**src/rtl/rpc_pkg.sv**
```systemverilog
// ============================================================================
// rpc_pkg - shared types and constants for the rectangular/polar converter
// Beat types, datapath widths, CORDIC angle table and gain constant.
// ============================================================================
`default_nettype none

package rpc_pkg;

    localparam int MAX_STAGES = 32;
    localparam int STAGES_DEF = 24;

    // internal coordinate width: Q20.12 input, 16 guard bits, CORDIC growth
    localparam int DW    = 52;
    localparam int GUARD = 16;
    localparam int RW    = DW - GUARD;

    localparam logic [29:0] INV_GAIN = 30'd652032874;

    localparam logic CMD_TO_POLAR = 1'b0;
    localparam logic CMD_TO_RECT  = 1'b1;

    localparam logic [31:0] ATAN_TAB [MAX_STAGES] = '{
        32'h20000000, 32'h12E4051E, 32'h09FB385B, 32'h051111D4,
        32'h028B0D43, 32'h0145D7E1, 32'h00A2F61E, 32'h00517C55,
        32'h0028BE53, 32'h00145F2F, 32'h000A2F98, 32'h000517CC,
        32'h00028BE6, 32'h000145F3, 32'h0000A2FA, 32'h0000517D,
        32'h000028BE, 32'h0000145F, 32'h00000A30, 32'h00000518,
        32'h0000028C, 32'h00000146, 32'h000000A3, 32'h00000051,
        32'h00000029, 32'h00000014, 32'h0000000A, 32'h00000005,
        32'h00000003, 32'h00000001, 32'h00000001, 32'h00000000
    };

    typedef struct packed {
        logic               cmd;
        logic signed [31:0] first_in;
        logic signed [31:0] second_in;
    } in_beat_t;

    typedef struct packed {
        logic signed [31:0] first_out;
        logic signed [31:0] second_out;
    } out_beat_t;

    typedef struct packed {
        logic               valid;
        logic               cmd;
        logic               zero;
        logic signed [DW-1:0] x;
        logic signed [DW-1:0] y;
        logic        [31:0] z;
    } stage_t;

endpackage

`default_nettype wire

```
**src/rtl/rpc_pre.sv**
```systemverilog
// ============================================================================
// rpc_pre - input conditioning
// Quadrant fold and guard-bit scaling for vectoring; half-plane fold and
// gain pre-compensation (one multiply, then rounding) for rotation.
// ============================================================================
`default_nettype none

module rpc_pre
    import rpc_pkg::*;
(
    input  wire logic     aclk,
    input  wire logic     aresetn,
    input  wire logic     en,
    input  wire logic     in_valid,
    input  wire in_beat_t in_data,
    output stage_t        out
);

    typedef struct packed {
        logic               valid;
        logic               cmd;
        logic               zero;
        logic signed [63:0] acc;
        logic signed [DW-1:0] y;
        logic        [31:0] z;
    } pre_t;

    pre_t   p1_reg, p1_next;
    stage_t out_reg, out_next;

    logic               neg;
    logic signed [32:0] re_abs, im_abs;
    logic               flip;
    logic signed [30:0] gain;
    logic signed [63:0] prod;
    logic signed [63:0] acc_rnd;

    always_comb begin
        neg    = in_data.first_in[31];
        re_abs = neg ? -{in_data.first_in[31], in_data.first_in}
                     :  {in_data.first_in[31], in_data.first_in};
        im_abs = neg ? -{in_data.second_in[31], in_data.second_in}
                     :  {in_data.second_in[31], in_data.second_in};
        flip   = in_data.second_in[31] ^ in_data.second_in[30];
        gain   = flip ? -$signed({1'b0, INV_GAIN}) : $signed({1'b0, INV_GAIN});
        prod   = in_data.first_in * gain;

        p1_next.valid = in_valid;
        p1_next.cmd   = in_data.cmd;
        p1_next.zero  = (in_data.first_in == '0) && (in_data.second_in == '0);
        if (in_data.cmd == CMD_TO_RECT) begin
            p1_next.acc = prod;
            p1_next.y   = '0;
            p1_next.z   = in_data.second_in ^ {flip, 31'b0};
        end else begin
            p1_next.acc = {{(64-33-GUARD){re_abs[32]}}, re_abs, {GUARD{1'b0}}};
            p1_next.y   = {{(DW-33-GUARD){im_abs[32]}}, im_abs, {GUARD{1'b0}}};
            p1_next.z   = {neg, 31'b0};
        end
    end

    always_comb begin
        acc_rnd        = p1_reg.acc + 64'sd8192;
        out_next.valid = p1_reg.valid;
        out_next.cmd   = p1_reg.cmd;
        out_next.zero  = p1_reg.zero;
        out_next.x     = (p1_reg.cmd == CMD_TO_RECT)
                         ? {{(DW-50){acc_rnd[63]}}, acc_rnd[63:14]}
                         : p1_reg.acc[DW-1:0];
        out_next.y     = p1_reg.y;
        out_next.z     = p1_reg.z;
    end

    always_ff @(posedge aclk) begin
        if (!aresetn) begin
            p1_reg.valid  <= 1'b0;
            out_reg.valid <= 1'b0;
        end else if (en) begin
            p1_reg  <= p1_next;
            out_reg <= out_next;
        end
    end

    assign out = out_reg;

endmodule

`default_nettype wire

```
**config.mk**
```make
export PLATFORM = sky130hd
export DESIGN_NAME = rpc_pre
export DESIGN_NICKNAME = d
export VERILOG_FILES = /design/src/rtl/rpc_pkg.sv /design/src/rtl/rpc_pre.sv
export SDC_FILE = /design/constraint.sdc
export NUM_CORES = 2
export LEC_CHECK = 0
export BUFFER_PORTS_ARGS = -buffer_cell sky130_fd_sc_hd__buf_2
export CORE_ASPECT_RATIO = 0.6
export CORE_UTILIZATION = 35
export CTS_CLUSTER_DIAMETER = 100
export DETAILED_ROUTE_END_ITERATION = 8
export PLACE_DENSITY = 0.58
export SETUP_SLACK_MARGIN = 0.3
export SLEW_MARGIN = 15
export SYNTH_ARGS = -nofsm -noshare
export SYNTH_HDL_FRONTEND = slang
export SYNTH_SLANG_ARGS = --single-unit
```
**constraint.sdc**
```tcl
create_clock -name aclk -period 11.79 [get_ports aclk]
set_clock_uncertainty 0.15 [all_clocks]
set_input_delay 1.179 -clock aclk [delete_from_list [all_inputs] [get_ports aclk]]
set_output_delay 1.179 -clock aclk [all_outputs]
set_load 0.005 [all_outputs]
```
==> impl_metrics.env <==
export IMPL_route_detailed_drc=0
export IMPL_cts_hold_buf=0
export IMPL_hold_violations=0
export IMPL_clock_fmax_mhz=95.1
export IMPL_num_vias=25700
export IMPL_largest_reg_flops=120
export IMPL_clock_sinks=250
export IMPL_clock_latency_ps=540
export IMPL_fin_hold_ws_ps=246
export IMPL_setup_tns_ps=0
export IMPL_dp_hpwl_mm=100
export IMPL_ys_ff_latch=250
export IMPL_async_reset_ff_share_pct=0
export IMPL_grt_pass1_wl_mm=171
export IMPL_nNetsFinal=4919
export IMPL_rsz0062_at_grt="false"
export IMPL_reg2reg_depth=9
export IMPL_grt_pass1_vias=26300
export IMPL_overflow=0
export IMPL_tightest_slew_ps=1090
export IMPL_synthSimpleGateAreaFrac_pct=8.37
export IMPL_fill_cells=10500
export IMPL_cp_common_cell="fa_1"
export IMPL_endpoint="p1_reg[125]"
export IMPL_cts_resized=0
export IMPL_avgSynthCellArea_sq_um=10.1
export IMPL_clk_path_buf_depth=3
export IMPL_first_pass_iters=5
export IMPL_status="finished, final reports clean"
export IMPL_wl_per_cell_microns=21.8
export IMPL_via_per_inst=4.92
export IMPL_yosys_warnings=0
export IMPL_startpoint="in_data[31]"
export IMPL_ys_types=65
export IMPL_place_congestion=1.05
export IMPL_layout_commonest_cell="inv_1"
export IMPL_drive_gt1_share_pct=7.35
export IMPL_pin_count=208
export IMPL_yosys_area_share_xor_xnor_pct=4.25
export IMPL_track_usage_pct=21.0
export IMPL_place_port_buffers=191
export IMPL_ant_nets=0
export IMPL_cp_data_arrival_time_ps=10650
export IMPL_critical_path_class="input pin to flip-flop"
export IMPL_crit_path_max_incr_delay_ps=780
export IMPL_synth_fa_ha_area_share_pct=49.2
export IMPL_r2r_start="p1_reg[100]"
export IMPL_fp_dieH_microns=256
export IMPL_synth_top_family_by_area="adder cells"
export IMPL_mostFrequentLayoutCells="962 x inv_1, 713 x fa_1, 343 x ha_1, 248 x edfxtp_1, 217 x nor2_1"
export IMPL_clk_pin_slew_ps=60
export IMPL_core_area_sq_um=106000
export IMPL_netlist_area_sq_um=37700
export IMPL_setup_violations=0
export IMPL_grt_max_degree=183
export IMPL_fin_crit_sh_pct=89.2
export IMPL_synth_edf_count=248
export IMPL_rows=92
export IMPL_crit_path_start_kind="input pin"
export IMPL_cts_setup_buffers=0
export IMPL_cp_required_ps=11930
export IMPL_cts_root_buf="clkbuf_16"
export IMPL_cp_slowest_cell="a2111oi_0"
export IMPL_cts_htree_levels=1
export IMPL_synth_seq_area_share_pct=19.8
export IMPL_end_kind="flip-flop"
export IMPL_drv_cap=0
export IMPL_syn_inst=3734
export IMPL_final_max_slew_violation_count=0
export IMPL_period_minus_slack_ps=10510
export IMPL_antenna_found_initial=11
export IMPL_drt_first_iter_violations=2752
export IMPL_maxSlewHeadroom_pct=27.1
export IMPL_synth_mux_area_share_pct=0.186
export IMPL_synth_top_flop_cell="edfxtp_1"
export IMPL_cts_inserted_buffers=26
export IMPL_cp_max_fo=50
export IMPL_dieArea_sq_um=109000
export IMPL_initial_utilization_pct=35.6
export IMPL_hp_class="flip-flop to flip-flop"
export IMPL_reg2reg_slack_ps=8570
export IMPL_area_growth_pct=7.96
export IMPL_synth_compound_area_share_pct=6.34
export IMPL_wl_mm=114
export IMPL_cts_tree="built"
export IMPL_dieWidth_microns=426
export IMPL_r2r_end="out[123]"
## critical path: cells and delay by family
kind            cells  cell delay (ps)
simple gates        3              820
fa+ha+maj          10             5110
buf+inv             8             1050
compound gates      7             2400
## cell families (layout without fill, tap and decap cells)
logic type                 Yosys count  after routing
buffers and inverters             1163           1221
adders and majority gates         1057           1057
and+or+nand+nor                    681            681
AOI/OAI and AO/OA                  391            391
DFF                                250            250
xor gates and xnor gates           183            183
muxes                                7              7
other                                2             23
## cell type report
cell class | count | area, sq um | area share, %
repair buffers | 210 | 1130 | 2.76
inverters | 964 | 3620 | 8.88
clock inverters | 18 | 205 | 0.503
multi-input cells | 2341 | 25900 | 63.5
diodes | 1 | 2.50 | 0.00614
flip-flops and latches | 250 | 7490 | 18.4
clock buffers | 29 | 662 | 1.62
well taps | 1410 | 1760 | 4.33
## Yosys cell counts (6+ instances only)
master    instances  share of area, %
a21o_1           38              0.76
nor2b_1          10              0.17
o21bai_1         13              0.26
or4_1             6              0.12
nand3_1          37              0.49
nor3_1           31              0.41
buf_1            14              0.14
or2_2            10              0.17
o41ai_1           7              0.16
xor2_1           67               1.6
and2_1           50              0.83
o21ai_0          81               1.1
nand2b_1         14              0.23
o31ai_1          26              0.52
mux2i_1           7              0.19
o21a_1           13              0.26
fa_1            713                38
buf_4            21              0.42
nand4_1          29              0.48
clkbuf_1        158               1.6
ha_1            344                11
inv_1           963               9.6
and3_1           11              0.18
nor4_1            6             0.099
a31oi_1          16              0.27
or3_1            23              0.38
nor2_1          217               2.2
nand2_1         214               2.1
xnor2_1         116               2.7
a21oi_1         159               2.1
edfxtp_1        248                20
## how the worst min path moves through the flow
stage / startpoint / to / slack (ps) / depth (start not counted)
floorplan: out_next[0] / out[0] / 250 / 0
global placement: out_next[62] / out[62] / 250 / 0
detailed placement: out_next[55] / out[55] / 250 / 0
CTS: out_next[50] / out[50] / 240 / 0
global route: out_next[73] / out[73] / 260 / 0
finish: out_next[50] / out[50] / 250 / 0
## through the flow
stage               area, sq um  setup WS (ps)  util (%)  std cells
global placement          39900            809      37.7       5175
global route              40800            955      38.5       5222
floorplan                 37800           1390         -       3754
finish                    40800           1280      38.5       5223
detailed placement        39900            845      37.7       5175
CTS                       40800           1410      38.5       5222
## per-layer routing
metal | GRT usage (%) | part of all wire (%) | up-vias
li1 | - | - | 11500
met2 | 24.7 | 34 | 1279
met1 | 34.2 | 50 | 12800
met3 | 10.4 | 16 | 57
met5 | 0 | 0 | -
met4 | 1.59 | 0.69 | 0
Power is left out: the tool's default activity adds up to more than one toggle a clock period on the data nets, which glitch-free logic cannot reach.
