`src/rtl/rpc_pkg.sv`:
```
// ============================================================================
// rpc_pkg - shared types and constants for the rectangular/polar converter
// Beat types, datapath widths, CORDIC angle table and gain constant.
// ============================================================================
`default_nettype none

package rpc_pkg;

    localparam int MAX_STAGES = 32;
    localparam int STAGES_DEF = 24;

    // internal coordinate width: Q20.12 input, 16 guard bits, CORDIC growth
    localparam int DW    = 52;
    localparam int GUARD = 16;
    localparam int RW    = DW - GUARD;

    localparam logic [29:0] INV_GAIN = 30'd652032874;

    localparam logic CMD_TO_POLAR = 1'b0;
    localparam logic CMD_TO_RECT  = 1'b1;

    localparam logic [31:0] ATAN_TAB [MAX_STAGES] = '{
        32'h20000000, 32'h12E4051E, 32'h09FB385B, 32'h051111D4,
        32'h028B0D43, 32'h0145D7E1, 32'h00A2F61E, 32'h00517C55,
        32'h0028BE53, 32'h00145F2F, 32'h000A2F98, 32'h000517CC,
        32'h00028BE6, 32'h000145F3, 32'h0000A2FA, 32'h0000517D,
        32'h000028BE, 32'h0000145F, 32'h00000A30, 32'h00000518,
        32'h0000028C, 32'h00000146, 32'h000000A3, 32'h00000051,
        32'h00000029, 32'h00000014, 32'h0000000A, 32'h00000005,
        32'h00000003, 32'h00000001, 32'h00000001, 32'h00000000
    };

    typedef struct packed {
        logic               cmd;
        logic signed [31:0] first_in;
        logic signed [31:0] second_in;
    } in_beat_t;

    typedef struct packed {
        logic signed [31:0] first_out;
        logic signed [31:0] second_out;
    } out_beat_t;

    typedef struct packed {
        logic               valid;
        logic               cmd;
        logic               zero;
        logic signed [DW-1:0] x;
        logic signed [DW-1:0] y;
        logic        [31:0] z;
    } stage_t;

endpackage

`default_nettype wire

```
`src/rtl/rpc_post.sv`:
```
// ============================================================================
// rpc_post - output scaling
// Drops guard bits, applies gain compensation to the magnitude, saturates
// and holds the result beat in the output register.
// ============================================================================
`default_nettype none

module rpc_post
    import rpc_pkg::*;
(
    input  wire logic   aclk,
    input  wire logic   aresetn,
    input  wire logic   en,
    input  wire stage_t in,
    output logic        out_valid,
    output out_beat_t   out_data
);

    typedef struct packed {
        logic               valid;
        logic               cmd;
        logic               zero;
        logic signed [RW-1:0] xr;
        logic signed [RW-1:0] yr;
        logic        [31:0] z;
    } rnd_t;

    typedef struct packed {
        logic               valid;
        logic               cmd;
        logic               zero;
        logic        [62:0] prod;
        logic signed [RW-1:0] xr;
        logic signed [RW-1:0] yr;
        logic        [31:0] z;
    } mul_t;

    rnd_t      p1_reg, p1_next;
    mul_t      p2_reg, p2_next;
    logic      valid_reg, valid_next;
    out_beat_t data_reg, data_next;
    logic      cmd_reg, zero_reg;

    logic signed [DW-1:0] x_sum, y_sum;
    logic        [32:0] xc;
    logic        [62:0] prod_rnd;
    logic        [32:0] mag;

    function automatic logic signed [31:0] sat32(input logic signed [RW-1:0] v);
        logic signed [31:0] r;
        if (v > $signed(RW'(32'h7FFFFFFF))) begin
            r = 32'sh7FFFFFFF;
        end else if (v < -$signed(RW'(33'h080000000))) begin
            r = 32'sh80000000;
        end else begin
            r = v[31:0];
        end
        return r;
    endfunction

    always_comb begin
        x_sum         = in.x + $signed(DW'(1 << (GUARD - 1)));
        y_sum         = in.y + $signed(DW'(1 << (GUARD - 1)));
        p1_next.valid = in.valid;
        p1_next.cmd   = in.cmd;
        p1_next.zero  = in.zero;
        p1_next.xr    = x_sum[DW-1:GUARD];
        p1_next.yr    = y_sum[DW-1:GUARD];
        p1_next.z     = in.z;
    end

    always_comb begin
        if (p1_reg.xr[RW-1]) begin
            xc = '0;
        end else if (p1_reg.xr[RW-2:32] != '0) begin
            xc = 33'h100000000;
        end else begin
            xc = p1_reg.xr[32:0];
        end
        p2_next.valid = p1_reg.valid;
        p2_next.cmd   = p1_reg.cmd;
        p2_next.zero  = p1_reg.zero;
        p2_next.prod  = xc * INV_GAIN;
        p2_next.xr    = p1_reg.xr;
        p2_next.yr    = p1_reg.yr;
        p2_next.z     = p1_reg.z;
    end

    always_comb begin
        prod_rnd   = p2_reg.prod + 63'(1 << 29);
        mag        = prod_rnd[62:30];
        valid_next = p2_reg.valid;
        if (p2_reg.cmd == CMD_TO_RECT) begin
            data_next.first_out  = sat32(p2_reg.xr);
            data_next.second_out = sat32(p2_reg.yr);
        end else if (p2_reg.zero) begin
            data_next.first_out  = '0;
            data_next.second_out = '0;
        end else begin
            data_next.first_out  = mag[32:31] != 2'b00 ? 32'sh7FFFFFFF : $signed(mag[31:0]);
            data_next.second_out = p2_reg.z;
        end
    end

    always_ff @(posedge aclk) begin
        if (!aresetn) begin
            p1_reg.valid <= 1'b0;
            p2_reg.valid <= 1'b0;
            valid_reg    <= 1'b0;
        end else if (en) begin
            p1_reg    <= p1_next;
            p2_reg    <= p2_next;
            valid_reg <= valid_next;
        end
    end

    always_ff @(posedge aclk) begin
        if (en) begin
            data_reg <= data_next;
            cmd_reg  <= p2_reg.cmd;
            zero_reg <= p2_reg.zero;
        end
    end

    assign out_valid = valid_reg;
    assign out_data  = data_reg;

    a_mag_nonneg: assert property (@(posedge aclk) disable iff (!aresetn)
        valid_reg && cmd_reg == CMD_TO_POLAR |-> !data_reg.first_out[31])
        else $error("polar magnitude negative");

    a_zero_vec: assert property (@(posedge aclk) disable iff (!aresetn)
        valid_reg && cmd_reg == CMD_TO_POLAR && zero_reg
        |-> data_reg.first_out == '0 && data_reg.second_out == '0)
        else $error("zero vector result not zero");

    a_hold: assert property (@(posedge aclk) disable iff (!aresetn)
        valid_reg && !en |=> valid_reg && $stable(data_reg))
        else $error("output beat changed while held");

endmodule

`default_nettype wire

```
`config.mk`:
```
export PLATFORM = sky130hd
export DESIGN_NAME = rpc_post
export DESIGN_NICKNAME = d
export VERILOG_FILES = /design/src/rtl/rpc_pkg.sv /design/src/rtl/rpc_post.sv
export SDC_FILE = /design/constraint.sdc
export NUM_CORES = 2
export LEC_CHECK = 0
export ABC_AREA = 1
export BUFFER_PORTS_ARGS = -buffer_cell sky130_fd_sc_hd__buf_2
export CAP_MARGIN = 15
export CELL_PAD_IN_SITES_DETAIL_PLACEMENT = 1
export CELL_PAD_IN_SITES_GLOBAL_PLACEMENT = 1
export CORE_MARGIN = 10
export CORE_UTILIZATION = 49
export DETAILED_ROUTE_END_ITERATION = 8
export PLACE_DENSITY_LB_ADDON = 0.15
export SETUP_SLACK_MARGIN = 0.5
export SLEW_MARGIN = 20
export SYNTH_ARGS = -nofsm -noshare
export SYNTH_HDL_FRONTEND = slang
export SYNTH_SLANG_ARGS = --single-unit
```
`constraint.sdc`:
```
create_clock -name aclk -period 10.41 [get_ports aclk]
set_clock_uncertainty 0.1 [all_clocks]
set_input_delay 0.5205 -clock aclk [delete_from_list [all_inputs] [get_ports aclk]]
set_output_delay 0.5205 -clock aclk [all_outputs]
set_load 0.02 [all_outputs]
```
==> results.env <==
OUTCOME='complete, no violations'
GRT_MAX_DEGREE=118
SYNTH.AREA.TOP_CELLS='fa_1 (27%), edfxtp_1 (27%), ha_1 (13%)'
TIMING.HOLD.WS_NS=0.0233
PERIOD_SHARE_PCT=85.5
GRT_PASS1_WL_MICRONS=168000
RR_ENDPOINT='p2_reg[148]'
RSZ0062_AT_GRT='false'
SYNTH_FF_TYPE='edfxtp_1'
CLK_LATENCY_NS=0.58
CRIT_PATH_MAX_FANOUT=28
POST_SYNTH_INSTANCE_AREA_SQ_UM=34700
PLACE.PORT_BUFFERS=176
VIAS=25346
CTS_ROOT_BUFFER='clkbuf_16'
SYNTH.AVG_CELL_AREA_SQ_UM=9.15
CTS_SETUP_BUFFERS=0
DETAILED_PLACE.AREA_SQ_UM=36700
TIMING.HOLD.WORST.START='in[137]'
GRT_ANTENNA_BEFORE_REPAIR=11
HOLD_DEPTH=1
POWER_DENSITY_OVER_THE_CELLS_nW_PER_UM2=105
IO_PINS=207
FILLERS=8254
AREA_GROWTH_SYN_TO_LAYOUT_PCT=8.46
FMAX_ACHIEVED_GHz=0.112
POST-ROUTE-MIN-PERIOD_NS=8.90
SYNTH_COMMONEST_CELLS='inv_1 (1056), nand2_1 (878), fa_1 (471)'
FINAL_HOLD_VIOL_COUNT=0
SYNTH.YOSYS.SEQ_AREA_SHARE_PCT=27.0
CTS_SINKS=313
SYNTH.TOP_CELL.AREA_SHARE_PCT=27.2
INITIAL_UTILIZATION_PCT=49.5
R2R_SETUP_SLACK_NS=1.51
SETUP-VIOLATIONS-FINAL=0
CLKSLEWWORSTSETUPHOLDPATHS_NS=0.08
MAXCAPVIOLCOUNT=0
LARGEST_REGISTER_FF_COUNT=140
CTS_TREE='done'
TIMING.CRITICAL_PATH.TO_TYPE='flip-flop'
CLOCK_TREE.BUFFER_DEPTH=3
SETUP_TNS_NS=0
SYNTHARSTFLOPSHARE_PCT=0
VIAS_PER_CELL=5.12
POST_DETAILED_PLACEMENT_HALF_PERIMETER_WIRELENGTH_MICRONS=94900
DRCVIOLATIONCOUNT=0
SYNTH_LARGEST_AREA_CELL='fa_1'
FIRST_GLOBAL_VIAS=27697
POST_ROUTE_CELLS_DRIVE_ABOVE_1_SHARE_PCT=7.39
DESIGN_AREA_SQ_UM=37600
INITIALDRTVIOLATIONCOUNT=1864
TIMING.CRITICAL_PATH.FROM_TYPE='flip-flop'
TIMING.RR.START='p1_reg[100]'
PLACEMENTROWS=97
SYN-INSTANCE-COUNT=3787
FINAL_NET_COUNT=4959
DR.PASS1.ITERS=6
CELLLEAKAGEPOWER_nW=19.7
POSTSYNTHREGISTERBITS=313
ROUTED_WIRELENGTH_MICRONS=110000
DRT-WIRELENGTH-PER-CELL_MICRONS=22.2
TIMING_WORST_SETUP_PATH_TYPE='reg2reg'
GRT_USE_TOTAL_PCT=27.3
SYNTH_NETS=4763
WHS_ENDPOINT='p1_reg[105]'
CTS-BUFFERS-INSERTED=27
SYNTH_CELL_TYPES=41
ROUTE.ANTENNA.REMAINING_NETS=0
COREAREA_SQ_UM=70000
IR_WORST_VDD_uV=159
GRT-OVFL-TOTAL=0
HOLD_PATH.CLASS='in2reg'
MAX_TRANSITION_MARGIN_PCT=31.3
NUMBER_OF_FLOPS_MAPPED_TO_ENABLE_CELLS_BY_YOSYS=310
R2R_CELLS=24
REPORT.FINAL.SLEW_VIOL_COUNT=0
SYNTHMOSTINSTANTIATEDCELL='inv_1'
CTS_MAX_LEVEL=1
TIMING.CRITICAL_PATH.REQUIRED_NS=10.63
YS.WARNINGS.COUNT=0
HORIZONTAL_EXTENT_OF_THE_DIE_MICRONS=286
WORSTMARGINPINSLEW_NS=1.03
DIE_H_MICRONS=286
DESIGN.DIE.AREA_SQ_UM=81800
ROUTABILITY_CONGESTION=0.952
ARR_TIME_CRIT_PATH_NS=9.12
through the flow:
step | total power [mW] | utilization [%] | setup slack, ns | instances
2_1_floorplan | 2.46 | - | 3.12 | 3787
3_3_place_gp | 2.90 | 52.4 | 1.73 | 4893
3_5_place_dp | 2.94 | 52.4 | 1.53 | 4893
4_1_cts | 3.98 | 53.6 | 1.48 | 4943
5_1_grt | 4.20 | 53.7 | 1.11 | 4948
6_report | 3.94 | 53.7 | 1.51 | 4948
layout make-up:
cell class	count	area [sq um]	share of cell area, %
Inverter	1067	4010	10.7
Timing Repair Buffer	193	1010	2.69
Clock inverter	12	151	0.403
Sequential cell	313	9370	24.9
Clock buffer	37	713	1.90
Tap cell	940	1180	3.13
Multi-Input combinational cell	2381	21100	56.2
Antenna cell	5	12.5	0.0333
placed cells by master, fill, tap and decap left out, drive strengths merged, types with 2 or more instances in the layout:
| master | instances |
|---|---|
| xor2 | 58 |
| clkinv | 10 |
| inv | 1065 |
| nand3 | 120 |
| o21bai | 4 |
| diode | 5 |
| nor3b | 3 |
| nor2 | 224 |
| nor3 | 38 |
| buf | 192 |
| nand3b | 14 |
| xnor2 | 40 |
| fa | 471 |
| clkbuf | 37 |
| nand4 | 36 |
| dfxtp | 3 |
| bufinv | 3 |
| o21ai | 68 |
| ha | 363 |
| nand2 | 884 |
| edfxtp | 310 |
| nor4 | 11 |
| a21oi | 36 |
| and2 | 5 |
| or2 | 2 |
cell families after synthesis:
kind of cell / synth area share [%]
buf+inv: 12.1
fa+ha+maj: 40.3
xor+xnor: 2.48
flops: 27.0
compound gates: 1.64
simple gates: 16.5
repair_timing:
action / in CTS / in global routing
hold endpoints to repair: 1 / 0
hold buffers: 1 / 0
gates resized for setup: 0 / 0
endpoints found under the setup margin: 0 / 0
critical path, cell delays in order (launching register included):
cell	delay [ns]
edfxtp_1	0.40
nor3_2	0.22
buf_4	0.21
inv_2	0.06
nor2_4	0.56
nand2_1	0.38
inv_1	0.60
fa_1	0.56
fa_1	0.55
inv_1	0.06
fa_1	0.52
fa_1	0.52
fa_1	0.55
fa_1	0.52
fa_1	0.55
inv_1	0.07
fa_1	0.51
ha_1	0.43
nand2_1	0.12
nor2_1	0.14
inv_1	0.08
nor3_1	0.46
nand3_1	0.22
nand4_1	0.15
nand2_1	0.09
metal layers:
layer	track usage (%)	wire length (microns)
met4	7.75	3530
met1	37.1	48400
met3	4.57	6090
met5	0.357	117
met2	44.5	51600
power by group:
part / total (mW) / internal (mW) / switching (mW)
Combinational: 1.36 / 0.467 / 0.889
Sequential: 1.56 / 1.50 / 0.0553
Clock: 1.03 / 0.558 / 0.473
worst max-delay path by stage:
stage	startpoint	depth (start not counted)	end
after floorplan	p1_reg[100]	25	p2_reg[164]
after global placement	p1_reg[100]	25	p2_reg[164]
after detailed placement	p1_reg[100]	25	p2_reg[164]
after CTS	p1_reg[100]	24	p2_reg[148]
after global routing	p1_reg[100]	25	p2_reg[165]
final	p1_reg[100]	24	p2_reg[148]
No activity file was read; power rests on OpenSTA's default activity.
