$ cat config.mk
export PLATFORM = sky130hd
export DESIGN_NAME = rpc_cell
export DESIGN_NICKNAME = d
export VERILOG_FILES = /design/src/rtl/rpc_pkg.sv /design/src/rtl/rpc_cell.sv
export SDC_FILE = /design/constraint.sdc
export NUM_CORES = 1
export LEC_CHECK = 0
export ABC_AREA = 1
export BUFFER_PORTS_ARGS = -buffer_cell sky130_fd_sc_hd__buf_2
export CAP_MARGIN = 30
export CORE_ASPECT_RATIO = 1.2
export CORE_MARGIN = 10
export CORE_UTILIZATION = 43
export DETAILED_ROUTE_END_ITERATION = 10
export HOLD_SLACK_MARGIN = 0.08
export RECOVER_POWER = 50
export SYNTH_ARGS = -nofsm -noshare
export SYNTH_HDL_FRONTEND = slang
export SYNTH_SLANG_ARGS = --single-unit
$ cat constraint.sdc
create_clock -name aclk -period 10.15 [get_ports aclk]
set_clock_uncertainty 0.15 [all_clocks]
set_input_delay 1.5225 -clock aclk [delete_from_list [all_inputs] [get_ports aclk]]
set_output_delay 1.5225 -clock aclk [all_outputs]
set_load 0.005 [all_outputs]
$ cat src/rtl/rpc_pkg.sv
// ============================================================================
// rpc_pkg - shared types and constants for the rectangular/polar converter
// Beat types, datapath widths, CORDIC angle table and gain constant.
// ============================================================================
`default_nettype none

package rpc_pkg;

    localparam int MAX_STAGES = 32;
    localparam int STAGES_DEF = 24;

    // internal coordinate width: Q20.12 input, 16 guard bits, CORDIC growth
    localparam int DW    = 52;
    localparam int GUARD = 16;
    localparam int RW    = DW - GUARD;

    localparam logic [29:0] INV_GAIN = 30'd652032874;

    localparam logic CMD_TO_POLAR = 1'b0;
    localparam logic CMD_TO_RECT  = 1'b1;

    localparam logic [31:0] ATAN_TAB [MAX_STAGES] = '{
        32'h20000000, 32'h12E4051E, 32'h09FB385B, 32'h051111D4,
        32'h028B0D43, 32'h0145D7E1, 32'h00A2F61E, 32'h00517C55,
        32'h0028BE53, 32'h00145F2F, 32'h000A2F98, 32'h000517CC,
        32'h00028BE6, 32'h000145F3, 32'h0000A2FA, 32'h0000517D,
        32'h000028BE, 32'h0000145F, 32'h00000A30, 32'h00000518,
        32'h0000028C, 32'h00000146, 32'h000000A3, 32'h00000051,
        32'h00000029, 32'h00000014, 32'h0000000A, 32'h00000005,
        32'h00000003, 32'h00000001, 32'h00000001, 32'h00000000
    };

    typedef struct packed {
        logic               cmd;
        logic signed [31:0] first_in;
        logic signed [31:0] second_in;
    } in_beat_t;

    typedef struct packed {
        logic signed [31:0] first_out;
        logic signed [31:0] second_out;
    } out_beat_t;

    typedef struct packed {
        logic               valid;
        logic               cmd;
        logic               zero;
        logic signed [DW-1:0] x;
        logic signed [DW-1:0] y;
        logic        [31:0] z;
    } stage_t;

endpackage

`default_nettype wire

$ cat src/rtl/rpc_cell.sv
// ============================================================================
// rpc_cell - one CORDIC micro-rotation
// Fixed shift and angle per position in the chain; direction from the sign
// of y (vectoring) or z (rotation).
// ============================================================================
`default_nettype none

module rpc_cell
    import rpc_pkg::*;
#(
    parameter int STAGE = 0
)(
    input  wire logic   aclk,
    input  wire logic   aresetn,
    input  wire logic   en,
    input  wire stage_t in,
    output stage_t      out
);

    stage_t out_reg, out_next;

    logic               turn_pos;
    logic signed [DW-1:0] xs, ys;

    always_comb begin
        turn_pos = (in.cmd == CMD_TO_RECT) ? !in.z[31] : in.y[DW-1];
        xs       = in.x >>> STAGE;
        ys       = in.y >>> STAGE;
        out_next = in;
        if (turn_pos) begin
            out_next.x = in.x - ys;
            out_next.y = in.y + xs;
            out_next.z = in.z - ATAN_TAB[STAGE];
        end else begin
            out_next.x = in.x + ys;
            out_next.y = in.y - xs;
            out_next.z = in.z + ATAN_TAB[STAGE];
        end
    end

    always_ff @(posedge aclk) begin
        if (!aresetn) begin
            out_reg.valid <= 1'b0;
        end else if (en) begin
            out_reg <= out_next;
        end
    end

    assign out = out_reg;

endmodule

`default_nettype wire

==> key figures, run 1 <==
Run status
  – Status: finished with violations
  – Failing checks: max-capacitance violations, max-slew violations

Cells and area
  – Reg area: about 4100 sq um
  – Fill count: ~4600
  – Fin util: between 40% and 50%
  – Cell area after layout: roughly 21000 sq um
  – Area Growth Syn to Fin: 11.95%
  – Fin nets: around 3600
  – Layout cells sized above 1: 10.25%
  – Antenna cells: 0
  – Max FFs per register: between 100 and 150
  – Area of the multi-input gates: approximately 12000 sq um

Timing
  – Min Tclk post-route: 6.172 ns
  – RSZ-0062 raised after global routing: no
  – Setup TNS Final: 0 ns
  – Fin. max-slew vios: ~140
  – Tcrit/Tclk final: slightly above 60%
  – FMAX: around 160 MHz
  – Final Hold Viols: 0
  – Max-slew headroom: -149.2%
  – Least-Margin Pin Slew: 3.717 ns
  – Final setup viols: 0

Critical path
  – Setup crit end kind: flip-flop
  – Worst path cell trace: clkbuf_1 -> nor2_1 -> a21oi_4 -> clkbuf_1 -> inv_2 -> buf_4 -> a21oi_1 -> o21ai_0 -> nand2_1
  – CP max stage delay: approximately 2.3 ns
  – CP required: between 10 and 15 ns
  – Path depth of the worst reg2reg path: 2
  – CP Launch Type: input port
  – Largest fanout on the critical path: 74
  – CP max stage cell: clkbuf_1
  – Setup CP Type: in2reg
  – Most used cell, CP: clkbuf_1
  – Worst Path Arrival: between 6 and 7 ns

Yosys
  – Synth warn: 0
  – Commonest cells post-synth: 1079 x nand2_1, 618 x inv_1, 263 x nand3_1
  – Seq/Total Area, Yosys: between 20 and 25%
  – Most frequent cell after synthesis: nand2_1
  – Number of enable flip-flop cells after synthesis: around 140
  – Syn Inst Count: slightly above 3000
  – Mean post-synth cell area: about 6 sq um
  – Share of the synthesized area in the top cell type: ~22%
  – Cell area after synthesis: 18470 sq um
  – Area leader, netlist: edfxtp_1
  – Post-synth top flop: edfxtp_1
  – Async SR Flop Fraction: 0%
  – Synth top area cells: edfxtp_1 22%, nand2_1 22%, inv_1 13%
  – Post-synth net total: about 3400
  – Yosys reg bits: 138
  – Number of library cell types mapped by synthesis: 45

GRT
  – Initial antenna violation count: 2
  – Tot GR Track Use: between 20% and 30%
  – Largest net degree at the start of global routing: 77
  – Number of global-route vias before repair: roughly 20000
  – First-pass GRT wire length: 116400 microns
  – Total grt overflow: 0

Routing
  – Pre-Repair DR Iteration Count: 6
  – DRT Wirelength: between 80000 and 90000 microns
  – DRC Markers: 0
  – Vias: about 21000
  – Via density: 5.288
  – First DRT Iteration DRCs: 2041
  – Routed Antenna Nets: 0
  – WL/cell: approximately 21 microns

Die
  – Ports: approximately 280
  – Die span in y: 247.1 microns
  – Initial Util: between 40% and 50%
  – Die area: 51690 sq um
  – Die width: ~210 microns
  – Core ar.: around 43000 sq um
  – Site row count: between 80 and 90

Clock network
  – Latest clock arrival within the worst-skew pair: around 0.46 ns
  – CTS tree: done
  – Hold_buf cts: 0
  – Maximum root-to-sink buffer count: 2
  – Num Clock Sinks: roughly 140
  – Post CTS Setup Buffer Count: 0
  – Post-CTS sizing: 0
  – H-tree depth: 4
  – Total CTS buffers: 17
  – Worst-path clk slew: 0.08 ns
  – Clock root cell: clkbuf_16

Power and ir drop
  – Pwr Total: 2.431 mW
  – Pleak: around 11 nW
  – Peak supply drop: 0.0001244 V
  – PD cells: ~120 nW/um^2

Placed design
  – Dpl cell area: 20210 sq um
  – HPWL after detailed placement: just under 70000 microns
  – IO buf count: 280
  – Final RePlAce weighted congestion: between 1 and 1.5

Job
  – Max-Cap Viols: 2

Worst hold path
  – Hold Crit Depth: 2
  – Hold/Removal Path Class: reg2reg
## final timing paths
check	start	endpoint	slack, ns
max	in[137]	out[110]	3.98
min	out[138]	out[138]	0.42
max reg2reg	out[138]	out[138]	9.36
min reg2reg	out[138]	out[138]	0.42
## through the flow
stage | setup slack [ns] | hold WS [ns] | cells
finish | 3.978 | 0.4157 | 3887
global route | 3.691 | 0.4813 | 3887
CTS | 6.159 | 0.4102 | 3887
detailed placement | 5.672 | 0.3986 | 3855
global placement | 5.646 | 0.3650 | 3855
floorplan | 5.314 | 0.3748 | 3086
## critical path: cells and delay by family
kind	cells	cell delay (ns)
buffers and inverters	4	3.99
AO/OA/AOI/OAI	3	0.48
AND/OR/NAND/NOR	2	0.24
## layer usage
| metal | vias to the layer above | wire, microns | global-route usage, % |
|---|---|---|---|
| met1 | 9439 | 32420 | 35.79 |
| met3 | 160 | 5809 | 4.404 |
| met5 | - | 8 | 0 |
| met4 | 2 | 4040 | 15.17 |
| met2 | 914 | 38270 | 51.06 |
| li1 | 10040 | - | - |
## report_power, final
| part | switching, mW | internal [mW] | total, mW |
|---|---|---|---|
| clock network | 0.312 | 0.352 | 0.665 |
| logic | 0.746 | 0.298 | 1.04 |
| registers | 0.0152 | 0.707 | 0.723 |
| total | 1.07 | 1.36 | 2.43 |
## final cells by class
cell class / instances / share of cell area (%)
well taps: 552 / 3.339
repair buffers: 284 / 6.334
clock inverters: 15 / 0.8530
clock buffers: 17 / 2.057
multi-input cells: 2244 / 55.86
flip-flops and latches: 138 / 19.99
inverters: 637 / 11.57
## placed cells by master (no fill, tap or decap), types with 5 or more instances in the layout
cell / count
nand2_1: 1079
inv_1: 616
nand3_1: 263
nor2_1: 217
buf_2: 186
ha_1: 169
a21oi_1: 156
edfxtp_1: 137
clkbuf_1: 95
o21ai_0: 92
nand4_1: 42
nor2_2: 41
o21bai_1: 36
xor2_1: 35
inv_2: 20
nand2_2: 19
clkbuf_16: 17
nor3_2: 14
nor3_1: 11
and2_1: 8
o21ai_1: 8
nor2_4: 7
o21ai_2: 6
inv_8: 6
o22ai_1: 5
## cell families after synthesis
group           synth area share (%)
compound gates                 9.543
simple gates                   39.24
flops                          22.38
buf+inv                        15.14
mux                           0.1084
fa+ha+maj                      11.88
xor+xnor                       1.707
(Power assumes the default switching activity.)
==> run 2: changes to the inputs <==
Settings changed: ABC_AREA 1 to 0.
Clock period 10.15 ns to 6.05 ns, I/O delays scaled along.
==> key figures, run 2 <==
Placed design
  – IO buf count: 280
  – Final RePlAce weighted congestion: 0.9787
  – HPWL after detailed placement: between 40000 and 50000 microns

Yosys
  – Yosys reg bits: 138
  – Post-synth top flop: edfxtp_1
  – Number of library cell types mapped by synthesis: 90
  – Synth top area cells: edfxtp_1 29%, ha_1 15%, a21oi_1 7.5%
  – Post-synth net total: between 1500 and 2000
  – Share of the synthesized area in the top cell type: approximately 29%
  – Area leader, netlist: edfxtp_1
  – Mean post-synth cell area: approximately 8.5 sq um
  – Post-synthesis xor/xnor area fraction: under 10%
  – Post-Synth Adder-Cell Area: around 16%
  – Cell area after synthesis: ~14000 sq um
  – Mux cell area share after synthesis: under 10%
  – Synth Area in Compound Gates: 26.26%
  – Post-Synth Simple-Gate Area: between 10% and 20%
  – Seq/Total Area, Yosys: 29.28%
  – Async SR Flop Fraction: 0%
  – Most frequent cell after synthesis: a21oi_1
  – Syn Inst Count: 1670
  – Synth warn: 0
  – Commonest cells post-synth: 212 x a21oi_1, 169 x ha_1, 156 x inv_1
  – Largest family of logic cells by synthesized area: compound AO/OA/AOI/OAI gates
  – Number of enable flip-flop cells after synthesis: ~140

Clock network
  – Hold_buf cts: 0
  – Post CTS Setup Buffer Count: 0
  – Worst-path clk slew: approximately 0.070 ns
  – Clock root cell: clkbuf_16
  – Num Clock Sinks: 138
  – Maximum root-to-sink buffer count: 2
  – Total CTS buffers: 17
  – Latest clock arrival within the worst-skew pair: 0.44 ns
  – Post-CTS sizing: 0
  – CTS tree: done
  – H-tree depth: 4

Routing
  – First DRT Iteration DRCs: around 1200
  – WL/cell: approximately 24 microns
  – Pre-Repair DR Iteration Count: 6
  – DRT Wirelength: around 56000 microns
  – Via density: around 5.9
  – Routed Antenna Nets: 0
  – Vias: 13650
  – DRC Markers: 0

Cells and area
  – Most common cell after layout, fill and taps aside: a21oi_1
  – Max FFs per register: between 100 and 150
  – Fill count: 3236
  – Most frequent cells in the layout: 212 x a21oi_1, 174 x buf_2, 169 x ha_1
  – Fin nets: about 2200
  – Layout cells sized above 1: between 10% and 20%
  – Area Growth Syn to Fin: 15.24%

Die
  – Initial Util: 43.66%
  – Site row count: between 70 and 80
  – Die span in y: 218.5 microns
  – Ports: ~280
  – Core ar.: between 30000 and 40000 sq um
  – Die width: between 150 and 200 microns
  – Die area: slightly above 40000 sq um

Timing
  – Max-slew headroom: -116.6%
  – Min Tclk post-route: between 4 and 5 ns
  – Final setup viols: 0
  – Final Hold Viols: 0
  – Fin. max-slew vios: 55
  – FMAX: 218.9 MHz
  – RSZ-0062 raised after global routing: no
  – Least-Margin Pin Slew: about 3.2 ns
  – Tcrit/Tclk final: about three quarters
  – Setup TNS Final: 0 ns
  – Worst hold-check slack: ~0.38 ns

Power and ir drop
  – NetSw: approximately 1.4 mW
  – PD cells: 230.8 nW/um^2
  – Peak supply drop: 0.0001203 V
  – Clock share of power: 30.0%
  – Switching Share: between 30 and 40%
  – Comb pwr share: 37.1%
  – Reg power frac: approximately a third
  – Pleak: roughly 7 nW
  – Pint: 2.354 mW

GRT
  – Number of global-route vias before repair: 13740
  – Total grt overflow: 0
  – Largest net degree at the start of global routing: 87
  – Tot GR Track Use: a little over a quarter
  – Initial antenna violation count: 0
  – First-pass GRT wire length: 82390 microns

Worst hold path
  – Hold Crit Start: out[138]
  – Hold/Removal Path Class: reg2reg

Job
  – Max-Cap Viols: 1

Critical path
  – Setup crit end kind: flip-flop
  – Worst Path Arrival: around 4.6 ns
  – FF-to-FF Start: out[138]
  – Setup CP Type: in2reg
  – CP Launch Type: input port
  – Setup crit start: in[44]
  – CP required: just over 6 ns
  – Largest fanout on the critical path: 15

Run status
  – Status: finished with violations
  – Failing checks: max-capacitance violations, max-slew violations
run 2: changes by cell type after synthesis, sizes merged, moves of 38 or more:
cell   delta
nand2  -1002
nor2    -140
inv     -479
a21oi    +54
nand3   -236
a21o     +38
xnor2    +88
run 2: area by class of cell:
class	count	area, sq um	share of cell area [%]
Tap cell	407	509.2	3.130
Clock inverter	14	185.2	1.138
Timing Repair Buffer	293	1386	8.520
Inverter	163	611.8	3.760
Sequential cell	138	4134	25.41
Antenna cell	1	2.502	0.01538
Clock buffer	17	425.4	2.615
Multi-Input combinational cell	1291	9016	55.41
run 2: kinds of logic (layout without fill, tap and decap cells):
| logic type | after synthesis | in the layout |
|---|---|---|
| compound gates | 579 | 579 |
| simple gates | 418 | 418 |
| buf+inv | 241 | 487 |
| fa+ha+maj | 173 | 173 |
| flops | 138 | 138 |
| xor+xnor | 102 | 102 |
| mux | 19 | 19 |
| other cells | 0 | 1 |
run 2: metrics by stage:
step	util, %	cell area, sq um	cells	total power, mW	setup WS (ns)
global placement	48.75	15770	2291	2.640	0.9541
detailed placement	48.75	15770	2291	2.638	0.9939
CTS	50.63	16380	2322	3.770	1.487
global route	50.30	16270	2323	3.933	1.275
floorplan	-	14120	1670	2.127	1.347
finish	50.31	16270	2324	3.756	1.482
run 2: power by group through the flow:
stage | Sequential, mW | Combinational, mW | Clock, mW
after floorplan | 1.27 | 0.856 | 0
after global placement | 1.25 | 1.39 | 0
after detailed placement | 1.25 | 1.39 | 0
after CTS | 1.23 | 1.39 | 1.14
after global routing | 1.25 | 1.50 | 1.18
final | 1.24 | 1.39 | 1.13
run 2: final timing paths:
path / cells after the start / slack [ns] / endpoint
max reg2reg: 2 / 5.30 / out[138]
min: 2 / 0.38 / out[138]
max: 13 / 1.48 / out[118]
min reg2reg: 2 / 0.38 / out[138]
run 2: layer usage:
layer | share of wire [%] | track usage (%)
met1 | 37 | 28.35
met2 | 52 | 48.17
met3 | 5.6 | 4.631
met4 | 5.6 | 15.71
met5 | 0 | 0
run 2: critical path: stages:
cell      delay [ns]
buf_2           0.10
inv_1           0.04
ha_1            0.61
nand2_1         0.28
nor3_1          0.33
and3_1          0.35
a211oi_1        0.11
nor3_1          0.70
a31oi_1         0.37
and2_1          0.30
o21ai_0         0.18
mux2i_1         0.12
xnor2_1         0.16
